`config.mk`:
```
export PLATFORM = sky130hd
export DESIGN_NAME = path_length_accumulator_flat
export DESIGN_NICKNAME = d
export VERILOG_FILES = /design/src/hdl/pla_pkg.sv /design/src/hdl/pla_pose_if.sv /design/src/hdl/pla_dist_if.sv /design/src/hdl/pla_sumsq.sv /design/src/hdl/pla_isqrt.sv /design/src/hdl/path_length_accumulator.sv /design/src/flat_wrapper.sv
export VERILOG_INCLUDE_DIRS = /design/src /design/src/hdl
export SDC_FILE = /design/constraint.sdc
export NUM_CORES = 2
export LEC_CHECK = 0
export BUFFER_PORTS_ARGS = -buffer_cell sky130_fd_sc_hd__buf_2
export CAP_MARGIN = 10
export CORE_ASPECT_RATIO = 0.5
export CORE_UTILIZATION = 37
export CTS_CLUSTER_SIZE = 8
export DETAILED_ROUTE_END_ITERATION = 8
export PLACE_DENSITY = 0.59
export SETUP_SLACK_MARGIN = 0.1
export SLEW_MARGIN = 10
export SYNTH_ARGS = -nofsm -noshare
export SYNTH_HDL_FRONTEND = slang
export SYNTH_HIERARCHICAL = 1
export SYNTH_SLANG_ARGS = --single-unit
```
`constraint.sdc`:
```
create_clock -name clk -period 17.5 [get_ports clk]
set_clock_uncertainty 0.2 [all_clocks]
set_input_delay 4.375 -clock clk [delete_from_list [all_inputs] [get_ports clk]]
set_output_delay 4.375 -clock clk [all_outputs]
set_load 0.01 [all_outputs]
```
`src/hdl/path_length_accumulator_assert.svh`:
```
// Assertion macros used by the path length accumulator top level.
`ifndef PATH_LENGTH_ACCUMULATOR_ASSERT_SVH
`define PATH_LENGTH_ACCUMULATOR_ASSERT_SVH

`ifndef ASSERT_OFF
`define PLA_ASSERT_SAME(name, clk, rst_n, ante, cons, msg) \
    name: assert property (@(posedge clk) disable iff (!rst_n) (ante) |-> (cons)) \
        else $error(msg);
`define PLA_ASSERT_NEXT(name, clk, rst_n, ante, cons, msg) \
    name: assert property (@(posedge clk) disable iff (!rst_n) (ante) |=> (cons)) \
        else $error(msg);
`else
`define PLA_ASSERT_SAME(name, clk, rst_n, ante, cons, msg)
`define PLA_ASSERT_NEXT(name, clk, rst_n, ante, cons, msg)
`endif

`endif

```
`src/hdl/pla_pkg.sv`:
```
// Shared widths, constants and a helper function of the path length accumulator.
package pla_pkg;

    localparam int COORD_WIDTH = 32;
    localparam int DELTA_WIDTH = 21;
    localparam int TOTAL_WIDTH = 48;

    localparam int STEP_WIDTH = DELTA_WIDTH;
    localparam int SUM_WIDTH  = 2 * DELTA_WIDTH;
    localparam int CNT_WIDTH  = $clog2(DELTA_WIDTH);

    localparam logic [CNT_WIDTH-1:0] LAST_STEP = CNT_WIDTH'(DELTA_WIDTH - 1);

    localparam logic signed [COORD_WIDTH:0] DELTA_HI =
        (COORD_WIDTH + 1)'((64'd1 << (DELTA_WIDTH - 1)) - 64'd1);
    localparam logic signed [COORD_WIDTH:0] DELTA_LO = ~DELTA_HI;

    localparam logic [TOTAL_WIDTH-1:0] TOTAL_MAX = '1;

    // Magnitude of the difference a - b after saturation to the delta range.
    function automatic logic [DELTA_WIDTH-1:0] sat_mag(
        input logic [COORD_WIDTH-1:0] a,
        input logic [COORD_WIDTH-1:0] b
    );
        logic signed [COORD_WIDTH:0] d;
        logic        [DELTA_WIDTH-1:0] s;
        d = {a[COORD_WIDTH-1], a} - {b[COORD_WIDTH-1], b};
        if (d > DELTA_HI)
        begin
            s = DELTA_HI[DELTA_WIDTH-1:0];
        end
        else if (d < DELTA_LO)
        begin
            s = DELTA_LO[DELTA_WIDTH-1:0];
        end
        else
        begin
            s = d[DELTA_WIDTH-1:0];
        end
        return s[DELTA_WIDTH-1] ? DELTA_WIDTH'(~s + 1'b1) : s;
    endfunction

endpackage

```
`src/hdl/pla_pose_if.sv`:
```
// Input channel carrying one position transaction with its restart flag.
interface pla_pose_if import pla_pkg::*; ();

    logic                   valid;
    logic                   ready;
    logic [COORD_WIDTH-1:0] pos_x;
    logic [COORD_WIDTH-1:0] pos_y;
    logic [COORD_WIDTH-1:0] pos_z;
    logic                   restart;

    modport source (output valid, output pos_x, output pos_y, output pos_z,
                    output restart, input ready);
    modport sink   (input valid, input pos_x, input pos_y, input pos_z,
                    input restart, output ready);

endinterface

```
`src/hdl/pla_dist_if.sv`:
```
// Output channel carrying one step length and cumulative length transaction.
interface pla_dist_if import pla_pkg::*; ();

    logic                   valid;
    logic                   ready;
    logic [STEP_WIDTH-1:0]  step_length;
    logic [TOTAL_WIDTH-1:0] total_length;

    modport source (output valid, output step_length, output total_length, input ready);
    modport sink   (input valid, input step_length, input total_length, output ready);

endinterface

```
`src/hdl/pla_sumsq.sv`:
```
// Serial-parallel unit that forms the sum of three squares, one multiplier bit per cycle.
module pla_sumsq import pla_pkg::*; (
    input  logic                   clk,
    input  logic                   rst_n,
    input  logic                   start,
    input  logic [DELTA_WIDTH-1:0] mag_x,
    input  logic [DELTA_WIDTH-1:0] mag_y,
    input  logic [DELTA_WIDTH-1:0] mag_z,
    output logic                   busy,
    output logic                   done,
    output logic [SUM_WIDTH-1:0]   sum
);

    logic                   busy_reg, busy_next;
    logic                   done_reg, done_next;
    logic [CNT_WIDTH-1:0]   cnt_reg, cnt_next;
    logic [DELTA_WIDTH-1:0] mx_reg, mx_next, my_reg, my_next, mz_reg, mz_next;
    logic [SUM_WIDTH-1:0]   ax_reg, ax_next, ay_reg, ay_next, az_reg, az_next;
    logic [SUM_WIDTH-1:0]   acc_reg, acc_next;
    logic [SUM_WIDTH-1:0]   partial;

    assign partial = (mx_reg[0] ? ax_reg : '0) + (my_reg[0] ? ay_reg : '0)
                   + (mz_reg[0] ? az_reg : '0);

    always_comb
    begin
        busy_next = busy_reg;
        done_next = 1'b0;
        cnt_next  = cnt_reg;
        mx_next   = mx_reg;
        my_next   = my_reg;
        mz_next   = mz_reg;
        ax_next   = ax_reg;
        ay_next   = ay_reg;
        az_next   = az_reg;
        acc_next  = acc_reg;
        if (start)
        begin
            busy_next = 1'b1;
            cnt_next  = '0;
            mx_next   = mag_x;
            my_next   = mag_y;
            mz_next   = mag_z;
            ax_next   = SUM_WIDTH'(mag_x);
            ay_next   = SUM_WIDTH'(mag_y);
            az_next   = SUM_WIDTH'(mag_z);
            acc_next  = '0;
        end
        else if (busy_reg)
        begin
            acc_next = acc_reg + partial;
            mx_next  = mx_reg >> 1;
            my_next  = my_reg >> 1;
            mz_next  = mz_reg >> 1;
            ax_next  = ax_reg << 1;
            ay_next  = ay_reg << 1;
            az_next  = az_reg << 1;
            cnt_next = cnt_reg + 1'b1;
            if (cnt_reg == LAST_STEP)
            begin
                busy_next = 1'b0;
                done_next = 1'b1;
            end
        end
    end

    always_ff @(posedge clk or negedge rst_n)
    begin
        if (!rst_n)
        begin
            busy_reg <= 1'b0;
            done_reg <= 1'b0;
            cnt_reg  <= '0;
        end
        else
        begin
            busy_reg <= busy_next;
            done_reg <= done_next;
            cnt_reg  <= cnt_next;
        end
    end

    always_ff @(posedge clk)
    begin
        mx_reg  <= mx_next;
        my_reg  <= my_next;
        mz_reg  <= mz_next;
        ax_reg  <= ax_next;
        ay_reg  <= ay_next;
        az_reg  <= az_next;
        acc_reg <= acc_next;
    end

    assign busy = busy_reg;
    assign done = done_reg;
    assign sum  = acc_reg;

endmodule

```
`src/hdl/pla_isqrt.sv`:
```
// Restoring integer square root that retires one root bit per cycle.
module pla_isqrt import pla_pkg::*; (
    input  logic                   clk,
    input  logic                   rst_n,
    input  logic                   start,
    input  logic [SUM_WIDTH-1:0]   radicand,
    output logic                   busy,
    output logic                   done,
    output logic [DELTA_WIDTH-1:0] root
);

    logic                   busy_reg, busy_next;
    logic                   done_reg, done_next;
    logic [CNT_WIDTH-1:0]   cnt_reg, cnt_next;
    logic [SUM_WIDTH-1:0]   rad_reg, rad_next;
    logic [DELTA_WIDTH:0]   rem_reg, rem_next;
    logic [DELTA_WIDTH-1:0] root_reg, root_next;
    logic [DELTA_WIDTH+2:0] rem_trial;
    logic [DELTA_WIDTH+2:0] trial;
    logic [DELTA_WIDTH+2:0] diff;
    logic                   fits;

    assign rem_trial = {rem_reg, rad_reg[SUM_WIDTH-1 -: 2]};
    assign trial     = {1'b0, root_reg, 2'b01};
    assign fits      = rem_trial >= trial;
    assign diff      = rem_trial - trial;

    always_comb
    begin
        busy_next = busy_reg;
        done_next = 1'b0;
        cnt_next  = cnt_reg;
        rad_next  = rad_reg;
        rem_next  = rem_reg;
        root_next = root_reg;
        if (start)
        begin
            busy_next = 1'b1;
            cnt_next  = '0;
            rad_next  = radicand;
            rem_next  = '0;
            root_next = '0;
        end
        else if (busy_reg)
        begin
            rad_next  = {rad_reg[SUM_WIDTH-3:0], 2'b00};
            rem_next  = fits ? diff[DELTA_WIDTH:0] : rem_trial[DELTA_WIDTH:0];
            root_next = {root_reg[DELTA_WIDTH-2:0], fits};
            cnt_next  = cnt_reg + 1'b1;
            if (cnt_reg == LAST_STEP)
            begin
                busy_next = 1'b0;
                done_next = 1'b1;
            end
        end
    end

    always_ff @(posedge clk or negedge rst_n)
    begin
        if (!rst_n)
        begin
            busy_reg <= 1'b0;
            done_reg <= 1'b0;
            cnt_reg  <= '0;
        end
        else
        begin
            busy_reg <= busy_next;
            done_reg <= done_next;
            cnt_reg  <= cnt_next;
        end
    end

    always_ff @(posedge clk)
    begin
        rad_reg  <= rad_next;
        rem_reg  <= rem_next;
        root_reg <= root_next;
    end

    assign busy = busy_reg;
    assign done = done_reg;
    assign root = root_reg;

endmodule

```
`src/hdl/path_length_accumulator.sv`:
```
// Top level of the cumulative Euclidean path length accumulator.
//
//   channel  role    transaction contents
//   pose     sink    pos_x, pos_y, pos_z, restart
//   result   source  step_length, total_length
//
// A normal transaction runs from acceptance until pose is ready again through S_SQ, one
// pass of the bit-serial squarer, and S_ROOT, one pass of the bit-serial square root, each
// a bit per cycle, then S_OUT, which loads the output register once it is free.
// A restart or first transaction goes straight to S_OUT. The block takes one pose at a time.
// The result sits in an output register, so a stall on result holds only the last step.
// Reset clears the previous position, the running total and the control state.
module path_length_accumulator import pla_pkg::*; (
    input  logic clk,
    input  logic rst_n,
    pla_pose_if.sink   pose,
    pla_dist_if.source result
);

    typedef enum logic [1:0] {S_IDLE, S_SQ, S_ROOT, S_OUT} state_t;

    state_t                 state_reg, state_next;
    logic                   have_prev_reg, have_prev_next;
    logic [COORD_WIDTH-1:0] prev_x_reg, prev_x_next;
    logic [COORD_WIDTH-1:0] prev_y_reg, prev_y_next;
    logic [COORD_WIDTH-1:0] prev_z_reg, prev_z_next;
    logic [TOTAL_WIDTH-1:0] total_reg, total_next;
    logic [STEP_WIDTH-1:0]  step_reg, step_next;
    logic                   out_valid_reg, out_valid_next;
    logic [STEP_WIDTH-1:0]  out_step_reg, out_step_next;
    logic [TOTAL_WIDTH-1:0] out_total_reg, out_total_next;

    logic                   accept;
    logic                   sq_start;
    logic                   sq_busy, sq_done;
    logic [SUM_WIDTH-1:0]   sq_sum;
    logic                   rt_busy, rt_done;
    logic [DELTA_WIDTH-1:0] rt_root;
    logic [DELTA_WIDTH-1:0] mag_x, mag_y, mag_z;
    logic [TOTAL_WIDTH:0]   total_sum;

    assign pose.ready = (state_reg == S_IDLE);
    assign accept     = pose.valid && pose.ready;
    assign sq_start   = accept && have_prev_reg && !pose.restart;

    assign mag_x = sat_mag(prev_x_reg, pose.pos_x);
    assign mag_y = sat_mag(prev_y_reg, pose.pos_y);
    assign mag_z = sat_mag(prev_z_reg, pose.pos_z);

    assign total_sum = {1'b0, total_reg} + (TOTAL_WIDTH + 1)'(rt_root);

    pla_sumsq u_sumsq (
        .clk   (clk),
        .rst_n (rst_n),
        .start (sq_start),
        .mag_x (mag_x),
        .mag_y (mag_y),
        .mag_z (mag_z),
        .busy  (sq_busy),
        .done  (sq_done),
        .sum   (sq_sum)
    );

    pla_isqrt u_isqrt (
        .clk      (clk),
        .rst_n    (rst_n),
        .start    (sq_done),
        .radicand (sq_sum),
        .busy     (rt_busy),
        .done     (rt_done),
        .root     (rt_root)
    );

    always_comb
    begin
        state_next     = state_reg;
        have_prev_next = have_prev_reg;
        prev_x_next    = prev_x_reg;
        prev_y_next    = prev_y_reg;
        prev_z_next    = prev_z_reg;
        total_next     = total_reg;
        step_next      = step_reg;
        out_valid_next = out_valid_reg && !result.ready;
        out_step_next  = out_step_reg;
        out_total_next = out_total_reg;
        unique case (state_reg)
            S_IDLE:
            begin
                if (accept)
                begin
                    prev_x_next    = pose.pos_x;
                    prev_y_next    = pose.pos_y;
                    prev_z_next    = pose.pos_z;
                    have_prev_next = 1'b1;
                    if (sq_start)
                    begin
                        state_next = S_SQ;
                    end
                    else
                    begin
                        total_next = '0;
                        step_next  = '0;
                        state_next = S_OUT;
                    end
                end
            end
            S_SQ:
            begin
                if (sq_done)
                begin
                    state_next = S_ROOT;
                end
            end
            S_ROOT:
            begin
                if (rt_done)
                begin
                    step_next  = rt_root;
                    total_next = total_sum[TOTAL_WIDTH] ? TOTAL_MAX
                                                        : total_sum[TOTAL_WIDTH-1:0];
                    state_next = S_OUT;
                end
            end
            S_OUT:
            begin
                if (!out_valid_reg || result.ready)
                begin
                    out_valid_next = 1'b1;
                    out_step_next  = step_reg;
                    out_total_next = total_reg;
                    state_next     = S_IDLE;
                end
            end
            default:
            begin
                state_next = S_IDLE;
            end
        endcase
    end

    always_ff @(posedge clk or negedge rst_n)
    begin
        if (!rst_n)
        begin
            state_reg     <= S_IDLE;
            have_prev_reg <= 1'b0;
            prev_x_reg    <= '0;
            prev_y_reg    <= '0;
            prev_z_reg    <= '0;
            total_reg     <= '0;
            step_reg      <= '0;
            out_valid_reg <= 1'b0;
            out_step_reg  <= '0;
            out_total_reg <= '0;
        end
        else
        begin
            state_reg     <= state_next;
            have_prev_reg <= have_prev_next;
            prev_x_reg    <= prev_x_next;
            prev_y_reg    <= prev_y_next;
            prev_z_reg    <= prev_z_next;
            total_reg     <= total_next;
            step_reg      <= step_next;
            out_valid_reg <= out_valid_next;
            out_step_reg  <= out_step_next;
            out_total_reg <= out_total_next;
        end
    end

    assign result.valid        = out_valid_reg;
    assign result.step_length  = out_step_reg;
    assign result.total_length = out_total_reg;

`include "path_length_accumulator_assert.svh"

    `PLA_ASSERT_SAME(a_sq_done_in_sq, clk, rst_n, sq_done, state_reg == S_SQ,
        "squarer finished outside its state")
    `PLA_ASSERT_SAME(a_rt_done_in_root, clk, rst_n, rt_done, state_reg == S_ROOT,
        "square root finished outside its state")
    `PLA_ASSERT_SAME(a_idle_units_quiet, clk, rst_n, pose.ready, !sq_busy && !rt_busy,
        "pose taken while a serial unit is busy")
    `PLA_ASSERT_NEXT(a_step_starts_squarer, clk, rst_n, sq_start, state_reg == S_SQ && sq_busy,
        "normal pose did not start the squarer")
    `PLA_ASSERT_SAME(a_total_covers_step, clk, rst_n, result.valid,
        result.total_length >= TOTAL_WIDTH'(result.step_length), "total below its own step")

endmodule

```
`src/flat_wrapper.sv`:
```
// flat-port wrapper written by rule: the top's interface ports become plain ports
module path_length_accumulator_flat import pla_pkg::*;
  (clk, rst_n, pose_valid, pose_pos_x, pose_pos_y, pose_pos_z, pose_restart, pose_ready, result_valid, result_step_length, result_total_length, result_ready);
  pla_pose_if pose_i ();
  pla_dist_if result_i ();
  input  logic clk;
  input  logic rst_n;
  input wire logic [$bits(pose_i.valid)-1:0] pose_valid;
  input wire logic [$bits(pose_i.pos_x)-1:0] pose_pos_x;
  input wire logic [$bits(pose_i.pos_y)-1:0] pose_pos_y;
  input wire logic [$bits(pose_i.pos_z)-1:0] pose_pos_z;
  input wire logic [$bits(pose_i.restart)-1:0] pose_restart;
  output wire logic [$bits(pose_i.ready)-1:0] pose_ready;
  output wire logic [$bits(result_i.valid)-1:0] result_valid;
  output wire logic [$bits(result_i.step_length)-1:0] result_step_length;
  output wire logic [$bits(result_i.total_length)-1:0] result_total_length;
  input wire logic [$bits(result_i.ready)-1:0] result_ready;
  assign pose_i.valid = pose_valid;
  assign pose_i.pos_x = pose_pos_x;
  assign pose_i.pos_y = pose_pos_y;
  assign pose_i.pos_z = pose_pos_z;
  assign pose_i.restart = pose_restart;
  assign pose_ready = pose_i.ready;
  assign result_valid = result_i.valid;
  assign result_step_length = result_i.step_length;
  assign result_total_length = result_i.total_length;
  assign result_i.ready = result_ready;
  path_length_accumulator u_core (.clk(clk), .rst_n(rst_n), .pose(pose_i), .result(result_i));
endmodule
```
==> impl_metrics.env <==
export IMPL_outcome="completed"
export IMPL_routedWlPerCell_um=17.02
export IMPL_ctsHoldBuffers=0
export IMPL_maxSlewHeadroom_pct=23.45
export IMPL_fin_crit_ns=10.04
export IMPL_cts_resized=0
export IMPL_clk_pin_slew_ns=0.05
export IMPL_cts_root_buf="clkbuf_16"
export IMPL_min_to="u_core/step_reg[19]$_DFFE_PN0P_"
export IMPL_multi_input_area_mm2=0.02140
export IMPL_ir_drop_uv=65.57
export IMPL_cp_end_kind="flip-flop"
export IMPL_synthCells=4333
export IMPL_synth_largest_area_cell="dfrtp_1"
export IMPL_grt_usage_pct=18.79
export IMPL_synth_top_family_by_area="compound AO/OA/AOI/OAI gates"
export IMPL_regArea_mm2=0.01432
export IMPL_cp_max_fo=14
export IMPL_synth_compound_area_share_pct=18.88
export IMPL_first_global_vias=30930
export IMPL_netlist_cell_type_count=107
export IMPL_hold_viol=0
export IMPL_ys_warn_count=6
export IMPL_synthAdderAreaFrac_pct=10.83
export IMPL_synth_async_reset_ratio_pct=44.37
export IMPL_synth_xor_area_share_pct=3.657
export IMPL_hold_depth=2
export IMPL_synth_mux_area_fraction_pct=6.829
export IMPL_synthFlopType="dfrtp_1"
export IMPL_start_kind="input pin"
export IMPL_gp_congestion=0.8739
export IMPL_swShare_pct=24.17
export IMPL_drv_cap=0
export IMPL_clockBufferDepth=3
export IMPL_layout_nets=4783
export IMPL_syn_num_nets=4712
export IMPL_yosys_area_share_simple_pct=15.91
export IMPL_grt_overflow_total=0
export IMPL_drt_pass1_iterations=6
export IMPL_synth_seq_cells=568
export IMPL_design_die_area_mm2=0.1043
export IMPL_ys_seq_area_share_pct=37.59
export IMPL_die_w_um=455.7
export IMPL_tightest_slew_ns=1.148
export IMPL_drt_iter0_markers=2053
export IMPL_p_per_area_mw_per_mm2=71.64
export IMPL_port_buffers=171
export IMPL_fillers=9958
export IMPL_grt_first_pass_wirelength_mm=162.4
export IMPL_whs_ns=0.2582
export IMPL_die_h_um=228.8
export IMPL_r2r_slack_ns=10.91
export IMPL_grt_start_max_net_pins=236
export IMPL_fin_setup_tns_ns=0
export IMPL_crit_type="input pin to flip-flop"
export IMPL_switching_power_uw=735.9
export IMPL_clock_sinks=568
export IMPL_drive_above_1_share_pct=10.81
export IMPL_p_clk_share_pct=50.7
export IMPL_holdCritPathClass="flip-flop to flip-flop"
export IMPL_synth_area_leaders="dfrtp_1 (17%), edfxtp_1 (13%), dfxtp_1 (7.8%), ha_1 (6.3%), nand2_1 (5.3%)"
export IMPL_r2r_start="u_core/prev_y_reg[0]$_DFFE_PN0P_"
export IMPL_syn_area_per_cell_um2=8.787
export IMPL_detailed_place_hpwl_mm=71.54
export IMPL_p_comb_share_pct=4.8
export IMPL_synthesis_area_mm2=0.03808
export IMPL_rows=82
export IMPL_antenna_found_initial=3
export IMPL_final_core_util_pct=42.06
export IMPL_stdcell_area_mm2=0.04250
export IMPL_vias_per_cell=5.369
export IMPL_place_inst=5664
export IMPL_ant_nets=0
export IMPL_max_freq_mhz=99.59
export IMPL_cts_setup_buffers=0
export IMPL_vias=31210
export IMPL_finalSetupViolations=0
export IMPL_final_max_slew_viol_count=0
export IMPL_finalWirelength_mm=98.92
export IMPL_yosysTopAreaCellShare_pct=16.56
export IMPL_min_period_over_period_pct=57.38
export IMPL_rsz0062_at_grt="no"
export IMPL_clkLatencyLatePin_ns=0.69
export IMPL_core_area_mm2=0.1011
export IMPL_p_int_uw=2309
export IMPL_h_tree_depth=3
export IMPL_rr_worst_depth=25
export IMPL_fin_cells=5813
export IMPL_cts_inserted_buffers=82
export IMPL_cp_data_arrival_time_ns=10.23
export IMPL_synth_enable_flop_cells=168
export IMPL_crit_required_ns=17.69
export IMPL_power_frac_seq_pct=44.6
export IMPL_antenna_diode_count=0
export IMPL_post_route_drc_count=0
export IMPL_hp_start="u_core/step_reg[19]$_DFFE_PN0P_"
export IMPL_leakagePower_uw=0.01925
export IMPL_placed_cell_area_mm2=0.04001
export IMPL_area_growth_pct=11.63
export IMPL_synth_most_common_cell="nand2_1"
export IMPL_synth_common_cells="nand2_1 (541), inv_1 (414), o21ai_0 (390)"
export IMPL_initial_core_util_pct=37.68
export IMPL_r2r_end="u_core/u_sumsq/my_reg[16]$_DFFE_PP_"
export IMPL_cts_tree="built"
export IMPL_ios=172
==> cell families after synthesis <==
family	Yosys count
AOI/OAI and AO/OA	1139
xor gates and xnor gates	159
adders and majority gates	278
buffers and inverters	621
DFF	568
muxes	245
and+or+nand+nor	1323
==> layer usage <==
metal	global-route usage [%]	share of wire (%)	vias to the layer above
met2	30.48	46	566
met5	0	0.013	-
met3	2.920	3.9	141
li1	-	-	15350
met4	5.275	2.2	2
met1	25.89	48	15150
==> critical path: stages <==
cell and delay, ns:
buf_2 0.11, ha_1 0.26, fa_1 0.41, nor2b_1 0.17
o31a_1 0.21, o211ai_1 0.21, a21oi_2 0.39, o21a_1 0.25
xor2_1 0.10, or4_1 0.58, or4_4 0.61, nand2_1 0.13
o21ai_0 0.15, inv_1 0.10, ha_1 0.34, nand2_1 0.09
nor2_1 0.18, nand2_1 0.13, or3_1 0.41, nor4_1 0.49
nand2_1 0.10, a21oi_1 0.16, a211oi_1 0.06, nand2_1 0.11
o21ai_0 0.10
==> placed cells by master (no fill, tap or decap), types with 37 or more instances in the layout <==
| cell type | netlist | routed |
|---|---|---|
| xnor2_1 | 105 | 105 |
| o21ai_0 | 390 | 390 |
| inv_1 | 414 | 414 |
| clkbuf_16 | 0 | 82 |
| nand3_1 | 89 | 89 |
| clkbuf_1 | 160 | 56 |
| ha_1 | 192 | 192 |
| xor2_1 | 54 | 54 |
| dfxtp_1 | 148 | 148 |
| nor2_1 | 319 | 318 |
| mux2i_1 | 127 | 127 |
| fa_1 | 86 | 86 |
| nand2_1 | 541 | 539 |
| a21oi_1 | 271 | 271 |
| dfrtp_1 | 252 | 249 |
| nand4_1 | 49 | 49 |
| buf_2 | 26 | 170 |
| mux2_2 | 118 | 118 |
| a21o_1 | 61 | 61 |
| edfxtp_1 | 168 | 168 |
| and2_1 | 41 | 41 |
| and3_1 | 37 | 37 |
| a211oi_1 | 43 | 43 |
| nor3_1 | 75 | 74 |
==> cell type report <==
class	count	share of cell area, %
Sequential cell	568	33.70
Multi-Input combinational cell	3144	50.34
Clock inverter	11	0.5328
Tap cell	1344	3.956
Inverter	416	3.680
Clock buffer	138	5.322
Timing Repair Buffer	192	2.467
==> power by group through the flow <==
stage / Combinational [uW] / Clock [uW] / Sequential, uW
final: 145 / 1540 / 1360
after global routing: 162 / 1650 / 1360
after CTS: 146 / 1590 / 1360
after detailed placement: 145 / 0 / 1380
after global placement: 144 / 0 / 1380
after floorplan: 90.1 / 0 / 1380
==> worst max-delay path by stage <==
stage / start / end / cells after the start
6_report: pose_pos_y[0] / u_core/u_sumsq/my_reg[16]$_DFFE_PP_ / 25
5_1_grt: pose_pos_y[0] / u_core/u_sumsq/my_reg[16]$_DFFE_PP_ / 25
4_1_cts: pose_pos_y[0] / u_core/u_sumsq/my_reg[16]$_DFFE_PP_ / 25
3_5_place_dp: pose_pos_y[0] / u_core/u_sumsq/ay_reg[16]$_DFFE_PP_ / 25
3_3_place_gp: pose_pos_y[0] / u_core/u_sumsq/my_reg[16]$_DFFE_PP_ / 25
2_1_floorplan: pose_valid / u_core/u_sumsq/ax_reg[0]$_SDFFCE_PN0P_ / 6
==> metrics by stage <==
| stage | setup WS (ns) | power [uW] |
|---|---|---|
| after global placement | 7.048 | 1526 |
| after global routing | 7.029 | 3168 |
| after floorplan | 7.631 | 1472 |
| after CTS | 7.613 | 3094 |
| after detailed placement | 6.871 | 1527 |
| final | 7.459 | 3045 |
Note: power is estimated with default switching activity, not from simulation.
